<file path="src/design/i2cbb_pkg.sv">
// Shared types and constants for the I2C bit-bang pin sequencer.
// No dependencies; used by the interfaces, i2cbb_seq and the top level.
`default_nettype none

package i2cbb_pkg;

  // Operation codes carried in the kind field
  localparam logic [1:0] KIND_START = 2'd0;
  localparam logic [1:0] KIND_STOP  = 2'd1;

  // Pin bits: bit 0 SCL, bit 1 SDA
  localparam logic [1:0] PIN_LOW  = 2'b00;
  localparam logic [1:0] PIN_SCL  = 2'b01;
  localparam logic [1:0] PIN_SDA  = 2'b10;
  localparam logic [1:0] PIN_BOTH = 2'b11;

  // Upper six bits of the PIO byte are always set
  localparam logic [5:0] PIO_HIGH = 6'h3F;

  localparam int unsigned KindW = 2;
  localparam int unsigned WordW = 9;
  localparam int unsigned PinW  = 2;
  localparam int unsigned PioW  = 8;

  // Bit slot index of the ack bit (data bits are slots 0..7)
  localparam logic [3:0] ACK_SLOT = 4'd8;
  // Phase codes within one bit slot
  localparam logic [1:0] PH_SETUP = 2'd0;
  localparam logic [1:0] PH_HIGH  = 2'd1;
  localparam logic [1:0] PH_LOW   = 2'd2;
  // Final step index of start and stop
  localparam logic [1:0] START_END = 2'd3;
  localparam logic [1:0] STOP_END  = 2'd1;

  typedef enum logic [1:0] {
    SEQ_IDLE,
    SEQ_START,
    SEQ_STOP,
    SEQ_BYTE
  } seq_state_e;

  // One pin step offered by the sequencer
  typedef struct packed {
    logic            valid;
    logic [PinW-1:0] pin_state;
    logic            last;
  } seq_step_t;

  // Start: SCL high, both high (forced stop), SCL high, both low
  function automatic logic [PinW-1:0] start_pins(input logic [1:0] step);
    logic [PinW-1:0] p;
    unique case (step)
      2'd0:    p = PIN_SCL;
      2'd1:    p = PIN_BOTH;
      2'd2:    p = PIN_SCL;
      default: p = PIN_LOW;
    endcase
    return p;
  endfunction

endpackage

`default_nettype wire

</file>
<file path="src/design/i2cbb_if.sv">
// Handshake channels of the I2C bit-bang pin sequencer: request in, pin step out.
// Depends on i2cbb_pkg for field widths.
`default_nettype none

interface i2cbb_req_if;
  logic                           valid;
  logic                           ready;
  logic [i2cbb_pkg::KindW-1:0]    kind;
  logic [i2cbb_pkg::WordW-1:0]    data_word;

  modport source (output valid, output kind, output data_word, input ready);
  modport sink   (input valid, input kind, input data_word, output ready);
endinterface

interface i2cbb_pin_if;
  logic                           valid;
  logic                           ready;
  logic [i2cbb_pkg::PinW-1:0]     pin_state;
  logic [i2cbb_pkg::PioW-1:0]     pio_byte;
  logic                           last;

  modport source (output valid, output pin_state, output pio_byte, output last, input ready);
  modport sink   (input valid, input pin_state, input pio_byte, input last, output ready);
endinterface

`default_nettype wire

</file>
<file path="src/design/i2c_bitbang_pin_sequencer_unit.sv">
// Top level of the I2C bit-bang pin sequencer: config register, sequencer and
// registered pin step output. Depends on i2cbb_pkg, i2cbb_if.sv and i2cbb_seq.
//
//   channel  dir  handshake     payload
//   req_i    in   valid/ready   kind, data_word
//   pin_o    out  valid/ready   pin_state, pio_byte, last
//   cfg      in   cfg_we_i      cfg_wdata_i (release_sda_after_bit)
//
// One pin step per cycle unless the output stalls. Start issues 4 steps, stop 2,
// a byte 27, set by the three-phase bit slot counter and nine-bit shift register.
// The next request is taken in the cycle the last step of the current one issues.
// Reset clears the sequencer, the output valid and the config bit.
// A stalled output holds its step and the sequencer waits behind it.
`default_nettype none

module i2c_bitbang_pin_sequencer_unit (
  input  wire logic          clk_i,
  input  wire logic          rst_ni,
  input  wire logic          cfg_we_i,
  input  wire logic          cfg_wdata_i,
  i2cbb_req_if.sink          req_i,
  i2cbb_pin_if.source        pin_o
);

  logic                          release_q;
  logic                          out_valid_q, out_valid_d;
  logic [i2cbb_pkg::PinW-1:0]    pin_q;
  logic                          last_q;
  logic                          adv;
  logic                          step_fire;
  logic                          req_fire;
  i2cbb_pkg::seq_step_t          step;

  always_ff @(posedge clk_i or negedge rst_ni) begin
    if (!rst_ni) begin
      release_q <= 1'b0;
    end else if (cfg_we_i) begin
      release_q <= cfg_wdata_i;
    end
  end

  assign adv       = !out_valid_q || pin_o.ready;
  assign step_fire = step.valid && adv;
  assign req_i.ready = !step.valid || (step_fire && step.last);
  assign req_fire  = req_i.valid && req_i.ready;

  i2cbb_seq u_seq (
    .clk_i       (clk_i),
    .rst_ni      (rst_ni),
    .load_i      (req_fire),
    .kind_i      (req_i.kind),
    .data_word_i (req_i.data_word),
    .release_i   (release_q),
    .adv_i       (adv),
    .step_o      (step)
  );

  always_comb begin
    out_valid_d = out_valid_q;
    if (step_fire) begin
      out_valid_d = 1'b1;
    end else if (pin_o.ready) begin
      out_valid_d = 1'b0;
    end
  end

  always_ff @(posedge clk_i or negedge rst_ni) begin
    if (!rst_ni) begin
      out_valid_q <= 1'b0;
    end else begin
      out_valid_q <= out_valid_d;
    end
  end

  always_ff @(posedge clk_i) begin
    if (step_fire) begin
      pin_q  <= step.pin_state;
      last_q <= step.last;
    end
  end

  assign pin_o.valid     = out_valid_q;
  assign pin_o.pin_state = pin_q;
  assign pin_o.pio_byte  = {i2cbb_pkg::PIO_HIGH, pin_q};
  assign pin_o.last      = last_q;

  // a request never lands on top of an operation still issuing steps
  a_no_overlap: assert property (@(posedge clk_i) disable iff (!rst_ni)
    req_fire |-> (!step.valid || (step_fire && step.last)))
    else $error("request accepted while an operation is in progress");

  // an accepted request always starts issuing steps next cycle
  a_load_busy: assert property (@(posedge clk_i) disable iff (!rst_ni)
    req_fire |=> step.valid)
    else $error("sequencer idle after request accepted");

  // after the final step the sequencer is idle unless a new request was taken
  a_last_idle: assert property (@(posedge clk_i) disable iff (!rst_ni)
    (step_fire && step.last && !req_fire) |=> !step.valid)
    else $error("sequencer kept running after final step");

  // a stalled output is never overwritten by a new step
  a_no_overwrite: assert property (@(posedge clk_i) disable iff (!rst_ni)
    (out_valid_q && !pin_o.ready) |-> !step_fire)
    else $error("step issued into a stalled output register");

endmodule

`default_nettype wire

</file>
<file path="src/design/i2cbb_seq.sv">
// Pin step sequencer: sends data bits MSB first, then ack, one bit slot of three
// phases at a time, and walks the fixed start and stop patterns. Uses i2cbb_pkg.
`default_nettype none

module i2cbb_seq (
  input  wire logic                          clk_i,
  input  wire logic                          rst_ni,
  input  wire logic                          load_i,
  input  wire logic [i2cbb_pkg::KindW-1:0]   kind_i,
  input  wire logic [i2cbb_pkg::WordW-1:0]   data_word_i,
  input  wire logic                          release_i,
  input  wire logic                          adv_i,
  output i2cbb_pkg::seq_step_t               step_o
);

  i2cbb_pkg::seq_state_e            state_q, state_d;
  logic [1:0]                       phase_q, phase_d;
  logic [3:0]                       slot_q, slot_d;
  logic [i2cbb_pkg::WordW-1:0]      shift_q, shift_d;
  logic                             sda;

  always_ff @(posedge clk_i or negedge rst_ni) begin
    if (!rst_ni) begin
      state_q <= i2cbb_pkg::SEQ_IDLE;
      phase_q <= 2'd0;
      slot_q  <= 4'd0;
    end else begin
      state_q <= state_d;
      phase_q <= phase_d;
      slot_q  <= slot_d;
    end
  end

  always_ff @(posedge clk_i) begin
    shift_q <= shift_d;
  end

  assign sda = shift_q[i2cbb_pkg::WordW-1];

  always_comb begin
    state_d = state_q;
    phase_d = phase_q;
    slot_d  = slot_q;
    shift_d = shift_q;
    step_o  = '{valid: 1'b0, pin_state: i2cbb_pkg::PIN_LOW, last: 1'b0};

    unique case (state_q)
      i2cbb_pkg::SEQ_IDLE: begin
        step_o.valid = 1'b0;
      end
      i2cbb_pkg::SEQ_START: begin
        step_o.valid     = 1'b1;
        step_o.pin_state = i2cbb_pkg::start_pins(phase_q);
        step_o.last      = (phase_q == i2cbb_pkg::START_END);
      end
      i2cbb_pkg::SEQ_STOP: begin
        step_o.valid     = 1'b1;
        step_o.pin_state = (phase_q == i2cbb_pkg::STOP_END) ? i2cbb_pkg::PIN_BOTH
                                                            : i2cbb_pkg::PIN_SCL;
        step_o.last      = (phase_q == i2cbb_pkg::STOP_END);
      end
      i2cbb_pkg::SEQ_BYTE: begin
        step_o.valid = 1'b1;
        unique case (phase_q)
          i2cbb_pkg::PH_SETUP: step_o.pin_state = {sda, 1'b0};
          i2cbb_pkg::PH_HIGH:  step_o.pin_state = {sda, 1'b1};
          default: begin
            // ack slot always holds its level
            step_o.pin_state = (release_i && slot_q != i2cbb_pkg::ACK_SLOT)
                               ? i2cbb_pkg::PIN_SDA : {sda, 1'b0};
          end
        endcase
        step_o.last = (slot_q == i2cbb_pkg::ACK_SLOT) && (phase_q == i2cbb_pkg::PH_LOW);
      end
      default: step_o.valid = 1'b0;
    endcase

    if (step_o.valid && adv_i) begin
      if (step_o.last) begin
        state_d = i2cbb_pkg::SEQ_IDLE;
      end else if (state_q == i2cbb_pkg::SEQ_BYTE && phase_q == i2cbb_pkg::PH_LOW) begin
        phase_d = i2cbb_pkg::PH_SETUP;
        slot_d  = slot_q + 4'd1;
        shift_d = {shift_q[i2cbb_pkg::WordW-2:0], 1'b0};
      end else begin
        phase_d = phase_q + 2'd1;
      end
    end

    // a new request may load while the last step of the previous one issues
    if (load_i) begin
      phase_d = 2'd0;
      slot_d  = 4'd0;
      // ack bit rotated to the bottom so it goes out after the eight data bits
      shift_d = {data_word_i[i2cbb_pkg::WordW-2:0], data_word_i[i2cbb_pkg::WordW-1]};
      if (kind_i == i2cbb_pkg::KIND_START) begin
        state_d = i2cbb_pkg::SEQ_START;
      end else if (kind_i == i2cbb_pkg::KIND_STOP) begin
        state_d = i2cbb_pkg::SEQ_STOP;
      end else begin
        state_d = i2cbb_pkg::SEQ_BYTE;
      end
    end
  end

endmodule

`default_nettype wire
</file>
<file path="src/flat_wrapper.sv">
// flat-port wrapper written by rule: the top's interface ports become plain ports
module i2c_bitbang_pin_sequencer_unit_flat 
  (clk_i, rst_ni, cfg_we_i, cfg_wdata_i, req_i_valid, req_i_kind, req_i_data_word, req_i_ready, pin_o_valid, pin_o_pin_state, pin_o_pio_byte, pin_o_last, pin_o_ready);
  i2cbb_req_if req_i_i ();
  i2cbb_pin_if pin_o_i ();
  input  wire logic clk_i;
  input  wire logic rst_ni;
  input  wire logic cfg_we_i;
  input  wire logic cfg_wdata_i;
  input wire logic [$bits(req_i_i.valid)-1:0] req_i_valid;
  input wire logic [$bits(req_i_i.kind)-1:0] req_i_kind;
  input wire logic [$bits(req_i_i.data_word)-1:0] req_i_data_word;
  output wire logic [$bits(req_i_i.ready)-1:0] req_i_ready;
  output wire logic [$bits(pin_o_i.valid)-1:0] pin_o_valid;
  output wire logic [$bits(pin_o_i.pin_state)-1:0] pin_o_pin_state;
  output wire logic [$bits(pin_o_i.pio_byte)-1:0] pin_o_pio_byte;
  output wire logic [$bits(pin_o_i.last)-1:0] pin_o_last;
  input wire logic [$bits(pin_o_i.ready)-1:0] pin_o_ready;
  assign req_i_i.valid = req_i_valid;
  assign req_i_i.kind = req_i_kind;
  assign req_i_i.data_word = req_i_data_word;
  assign req_i_ready = req_i_i.ready;
  assign pin_o_valid = pin_o_i.valid;
  assign pin_o_pin_state = pin_o_i.pin_state;
  assign pin_o_pio_byte = pin_o_i.pio_byte;
  assign pin_o_last = pin_o_i.last;
  assign pin_o_i.ready = pin_o_ready;
  i2c_bitbang_pin_sequencer_unit u_core (.clk_i(clk_i), .rst_ni(rst_ni), .cfg_we_i(cfg_we_i), .cfg_wdata_i(cfg_wdata_i), .req_i(req_i_i), .pin_o(pin_o_i));
endmodule
</file>
<file path="config.mk">
export PLATFORM = sky130hd
export DESIGN_NAME = i2c_bitbang_pin_sequencer_unit_flat
export DESIGN_NICKNAME = d
export VERILOG_FILES = /design/src/design/i2cbb_pkg.sv /design/src/design/i2cbb_if.sv /design/src/design/i2c_bitbang_pin_sequencer_unit.sv /design/src/design/i2cbb_seq.sv /design/src/flat_wrapper.sv
export SDC_FILE = /design/constraint.sdc
export NUM_CORES = 1
export LEC_CHECK = 0
export ABC_AREA = 1
export BUFFER_PORTS_ARGS = -buffer_cell sky130_fd_sc_hd__buf_2
export CAP_MARGIN = 20
export CORE_UTILIZATION = 55
export CTS_BUF_LIST = sky130_fd_sc_hd__clkbuf_4
export DETAILED_ROUTE_END_ITERATION = 10
export PLACE_DENSITY = 0.88
export SLEW_MARGIN = 10
export SYNTH_ARGS = -nofsm -noshare
export SYNTH_HDL_FRONTEND = slang
export SYNTH_SLANG_ARGS = --single-unit
</file>
<file path="constraint.sdc">
create_clock -name clk_i -period 2 [get_ports clk_i]
set_input_delay 0.1 -clock clk_i [delete_from_list [all_inputs] [get_ports clk_i]]
set_output_delay 0.1 -clock clk_i [all_outputs]
set_load 0.005 [all_outputs]
</file>
-- Yosys cells after proc, flatten, opt, wreduce, memory -nomap -nowiden
Index checks and enable logic that the tools add are counted.
- bits in registers: 22
- bits of input ports: 17
- output and inout bits: 13
- logic and storage cells: 67
- add/sub/neg operators: 2
- equal/unequal tests: 10
- mux-type cells: 25
- reduce and logical (&&, ||, !) cells: 22
- operators with widths (operator ; count):
    $mux 9 ; 4
    $mux 2 ; 10
    $mux 4 ; 4
    $pmux 3 s3 ; 1
    $eq 2x2->1 const B ; 4
    $pmux 2 s2 ; 2
    $reduce_bool 2->1 ; 4
    $eq 2x1->1 const B ; 3
    $logic_and 1x1->1 ; 6
    $logic_not 2->1 ; 3
    $add 4x1->4 const B ; 1
    $eq 4x4->1 const B ; 1
    $ne 4x4->1 const B ; 1
    $reduce_and 2->1 ; 2
    $mux 1 ; 3
    $reduce_and 3->1 ; 1
    $reduce_or 3->1 ; 1
    $add 2x1->2 const B ; 1
    $logic_not 1->1 ; 2
    $logic_or 1x1->1 ; 2
    $ne 2x1->1 const B ; 1
    $pmux 1 s2 ; 1
    $reduce_or 2->1 ; 1

-- Longest topological paths before layout
- depth in word-level cells: 10
- depth in mapped cells: 13
- gate-level depth less buffers: 13

-- Cells and area by module
A second synthesis with hierarchy kept.
- cells, all modules: 143
- area, all modules: 1207.4 µm²
- by module, submodules not included (module ; instances ; cells an instance ; area each (µm²) ; sequential area each (µm²)):
    i2cbb_seq ; 1 ; 117 ; 945.9 ; 470.5
    i2c_bitbang_pin_sequencer_unit ; 1 ; 26 ; 261.5 ; 140.1

-- Worst setup path after synthesis
No wires, ideal clock.
- kind: flip-flop to flip-flop
- start point: register u_core.u_seq.slot_q[0]
- end point: register u_core.u_seq.shift_q[0] (netlist bit) (enable)
- library setup time: 329 ps
- data arrival time: 1465 ps
- required time: 1671 ps
- setup slack: 206 ps
- cell stages (with the launch flop): 13
- buffers on the path: 0
- period minus slack after synthesis: 1794 ps
- cell sequence: dfrtp_1 > inv_1 > ha_1 > nand2_1 > nor2_1 > nand2_2 > nand2_4 > nand2_4 > nand2_4 > nand2_4 > nand2_2 > nand2_2 > inv_1
- RTL lines (item ; line ; RTL):
    start, declared ; i2cbb_seq.sv:18 ; logic [3:0] slot_q, slot_d;
    start signal, assigned ; i2cbb_seq.sv:30 ; slot_q <= slot_d;
    end signal, assigned ; i2cbb_seq.sv:35 ; shift_q <= shift_d;
    end, declared ; i2cbb_seq.sv:19 ; logic [i2cbb_pkg::WordW-1:0] shift_q, shift_d;

==> metrics.yaml <==
worst_setup_path:
  path_cells: "inv_1 > ha_1 > nand2_1 > nor2_2 > nand2_2 > nand2_4 > nand2_4 > nand2_4 > nand2_4 > buf_4 > inv_4 > nand2_1 > nand2_1"
  arrival_ns: 1.97
  crit_top_cell: "nand2_4"
  reg2reg_slack_ns: 0.11
  crit_cells: 13
  reg2regPathDepth: 13
  worst_path_largest_cell_delay_ns: 0.41
  crit_type: "register to register"
  crit_buf_inv: 3
  crit_family: "simple AND/OR/NAND/NOR gates"
  endpoint: "u_core.u_seq.shift_q[5]$_DFFE_PP_"
  reg2reg_from: "u_core.u_seq.slot_q[0]$_DFFE_PN0P_"
  crit_path_max_fanout: 16
  cp.required_ns: 2.08
  crit_path_start_kind: "register"
  crit_start: "u_core.u_seq.slot_q[0]$_DFFE_PN0P_"
  crit_path_end_kind: "register"
  crit_slowest_cell: "dfrtp_1"
  regToRegEndpoint: "u_core.u_seq.shift_q[5]$_DFFE_PP_"
drt:
  viasPerCell: 4.94
  drt-pass1-iter-count: 4
  routed_wl_um: 2250
  vias: 959
  routedWlPerCell_um: 11.6
  drc_errors: 0
  drt_iter0_drc: 46
  ant_nets: 0
timing:
  tns_ns: 0
  skew_ns: 0.0214
  finalHoldViolCount: 0
  finalCritPeriodShare: 0.946
  worst_slack_ns: 0.108
  max_freq_ghz: 0.529
  drv_slew: 0
  period_minus_slack_ns: 1.89
  finalSetupViolations: 0
  whs_ns: 0.0124
worst_hold_path:
  hp-class: "input port to register"
status:
  status: "completed"
synth:
  ys_seq_area_frac: 0.488
  yosys-top-cells-count: "nand2_1, inv_1, nand2_2"
  synth_async_sr_flop_share: 0.455
  syn_avg_cell_area_um2: 9.12
  synth_area_um2: 1250
  yosysTopAreaCell: "edfxtp_1"
  synth_top_cells_by_area: "edfxtp_1, dfrtp_1, nand2_1"
  synth_ff_type: "edfxtp_1"
  synth_most_common_cell: "nand2_1"
  synth_top_cell_area_share: 0.288
  ys_types: 25
  ys_ff_latch: 22
  syn_inst: 137
  ys.warnings.count: 0
  synth_edf_count: 12
run:
  drv_cap: 0
power:
  p_leak_uw: 0.000730
  power_density_nw_per_um2: 1080
  vdd_drop_max_uv: 820
floorplan:
  fp-row-count: 16
  die_h_um: 49.7
  die_width_um: 49.7
  io-pin-count: 30
  dieArea_um2: 2470
  start_util: 0.612
  coreArea_um2: 2040
final_layout:
  final_nets: 187
  drive_gt1_frac: 0.347
  area_delta_synth_final_pct: 15.3
  n_antenna_cell: 0
  final_area_um2: 1440
clock_network:
  ctsRootBufferMaster: "clkbuf_4"
  clock_path_buffers: 2
  htreeDepth: 1
  post-cts-setup-buffer-count: 0
  clock-sinks: 22
  tritoncts: "yes"
  worstSkewPairLatency_ns: 0.31
  cts_buffers: 3
  clk_pin_slew_ns: 0.13
placed_design:
  gp_congestion: 0.851
  post_dp_cell_area_um2: 1360
  portBuffers: 23
  post-place-ws_ns: 0.0197
  dp_hpwl_um: 1700
grt:
  grt_max_degree: 17
  antenna_found_initial: 0
  grtUsageTotal: 0.211
  grt_pass1_vias: 933
  grt_pass1_wl_um: 3920
  grt_remaining_overflow: 0
-- kinds of logic (layout without fill, tap and decap cells) --
logic type                 count (synthesis)  count (layout)  share of synthesized area
xor gates and xnor gates                   2               2                     0.0140
AOI/OAI and AO/OA                         10              10                     0.0460
other                                      1               6                    0.00300
DFF                                       22              22                      0.488
and+or+nand+nor                           72              72                      0.309
adders and majority gates                  2               2                     0.0200
buffers and inverters                     28              53                      0.119
-- cell usage in the layout, fill, tap and decap left out, drive strengths merged --
master,n
buf,25
clkbuf,4
clkinvlp,2
conb,6
dfrtp,10
dlygate4sd3,4
edfxtp,12
ha,2
inv,18
nand2,54
nand3,2
nand4,6
nor2,9
nor3,1
o211ai,1
o21ai,7
o21bai,1
o31ai,1
xor2,2
-- area by class of cell --
type / instances / area [um2]
sequential: 22 / 611
fill: 157 / 601
multi-input combinational: 92 / 512
timing repair buffer: 29 / 170
inverter: 19 / 77.6
tap: 27 / 33.8
clock buffer: 4 / 30.0
timing repair inverter: 1 / 7.51
-- per-layer routing --
| layer | vias up | global-route usage | part of all wire |
|---|---|---|---|
| met5 | - | 0 | 0 |
| met4 | 0 | 0.0905 | 0.019 |
| met3 | 8 | 0.0370 | 0.039 |
| met2 | 37 | 0.369 | 0.53 |
| met1 | 433 | 0.253 | 0.41 |
| li1 | 481 | - | - |
-- report_power, final --
group          switching (uW)  internal, uW
sequential                102           637
combinational             355           232
clock                     133          91.3
-- worst min-delay path, delay by kind of cell --
| kind | cells | cell delay [ns] |
|---|---|---|
| compound gates | 2 | 0.11 |
| buf+inv | 1 | 0.09 |
-- through the flow --
| stage | power [uW] | instances | utilization |
|---|---|---|---|
| 2_1_floorplan | 1180 | 142 | - |
| 3_3_place_gp | 1280 | 185 | 0.665 |
| 3_5_place_dp | 1310 | 185 | 0.665 |
| 4_1_cts | 1540 | 193 | 0.699 |
| 5_1_grt | 1660 | 194 | 0.706 |
| 6_report | 1550 | 194 | 0.706 |
-- how the worst min path moves through the flow --
| stage | start | end | slack (ns) | depth (start not counted) |
|---|---|---|---|---|
| 2_1_floorplan | rst_ni | u_core.pin_o.valid$_DFFE_PN0P_ | -0.20 | 0 |
| 3_3_place_gp | rst_ni | u_core.u_seq.slot_q[2]$_DFFE_PN0P_ | -0.03 | 1 |
| 3_5_place_dp | rst_ni | u_core.u_seq.slot_q[1]$_DFFE_PN0P_ | -0.03 | 1 |
| 4_1_cts | req_i_kind[1] | u_core.u_seq.state_q[1]$_DFFE_PN0P_ | 0.02 | 3 |
| 5_1_grt | req_i_data_word[0] | u_core.u_seq.shift_q[1]$_DFFE_PP_ | 0.05 | 3 |
| 6_report | req_i_kind[1] | u_core.u_seq.state_q[1]$_DFFE_PN0P_ | 0.01 | 3 |
-- flip-flops by register name (all words and copies together) (netlist names) --
register / cells
u_core.pin_o.last: 1
u_core.u_seq.phase_q: 2
u_core.u_seq.state_q: 2
u_core.pin_o.pin_state: 2
u_core.pin_o.valid: 1
u_core.u_seq.slot_q: 4
u_core.release_q: 1
u_core.u_seq.shift_q: 9
-- what timing repair did --
action,in CTS,in global routing
gates resized for setup,0,3
endpoints found under the hold margin,12,0
hold buffers,4,0
endpoints found under the setup margin,0,10
(Power assumes the default switching activity.)
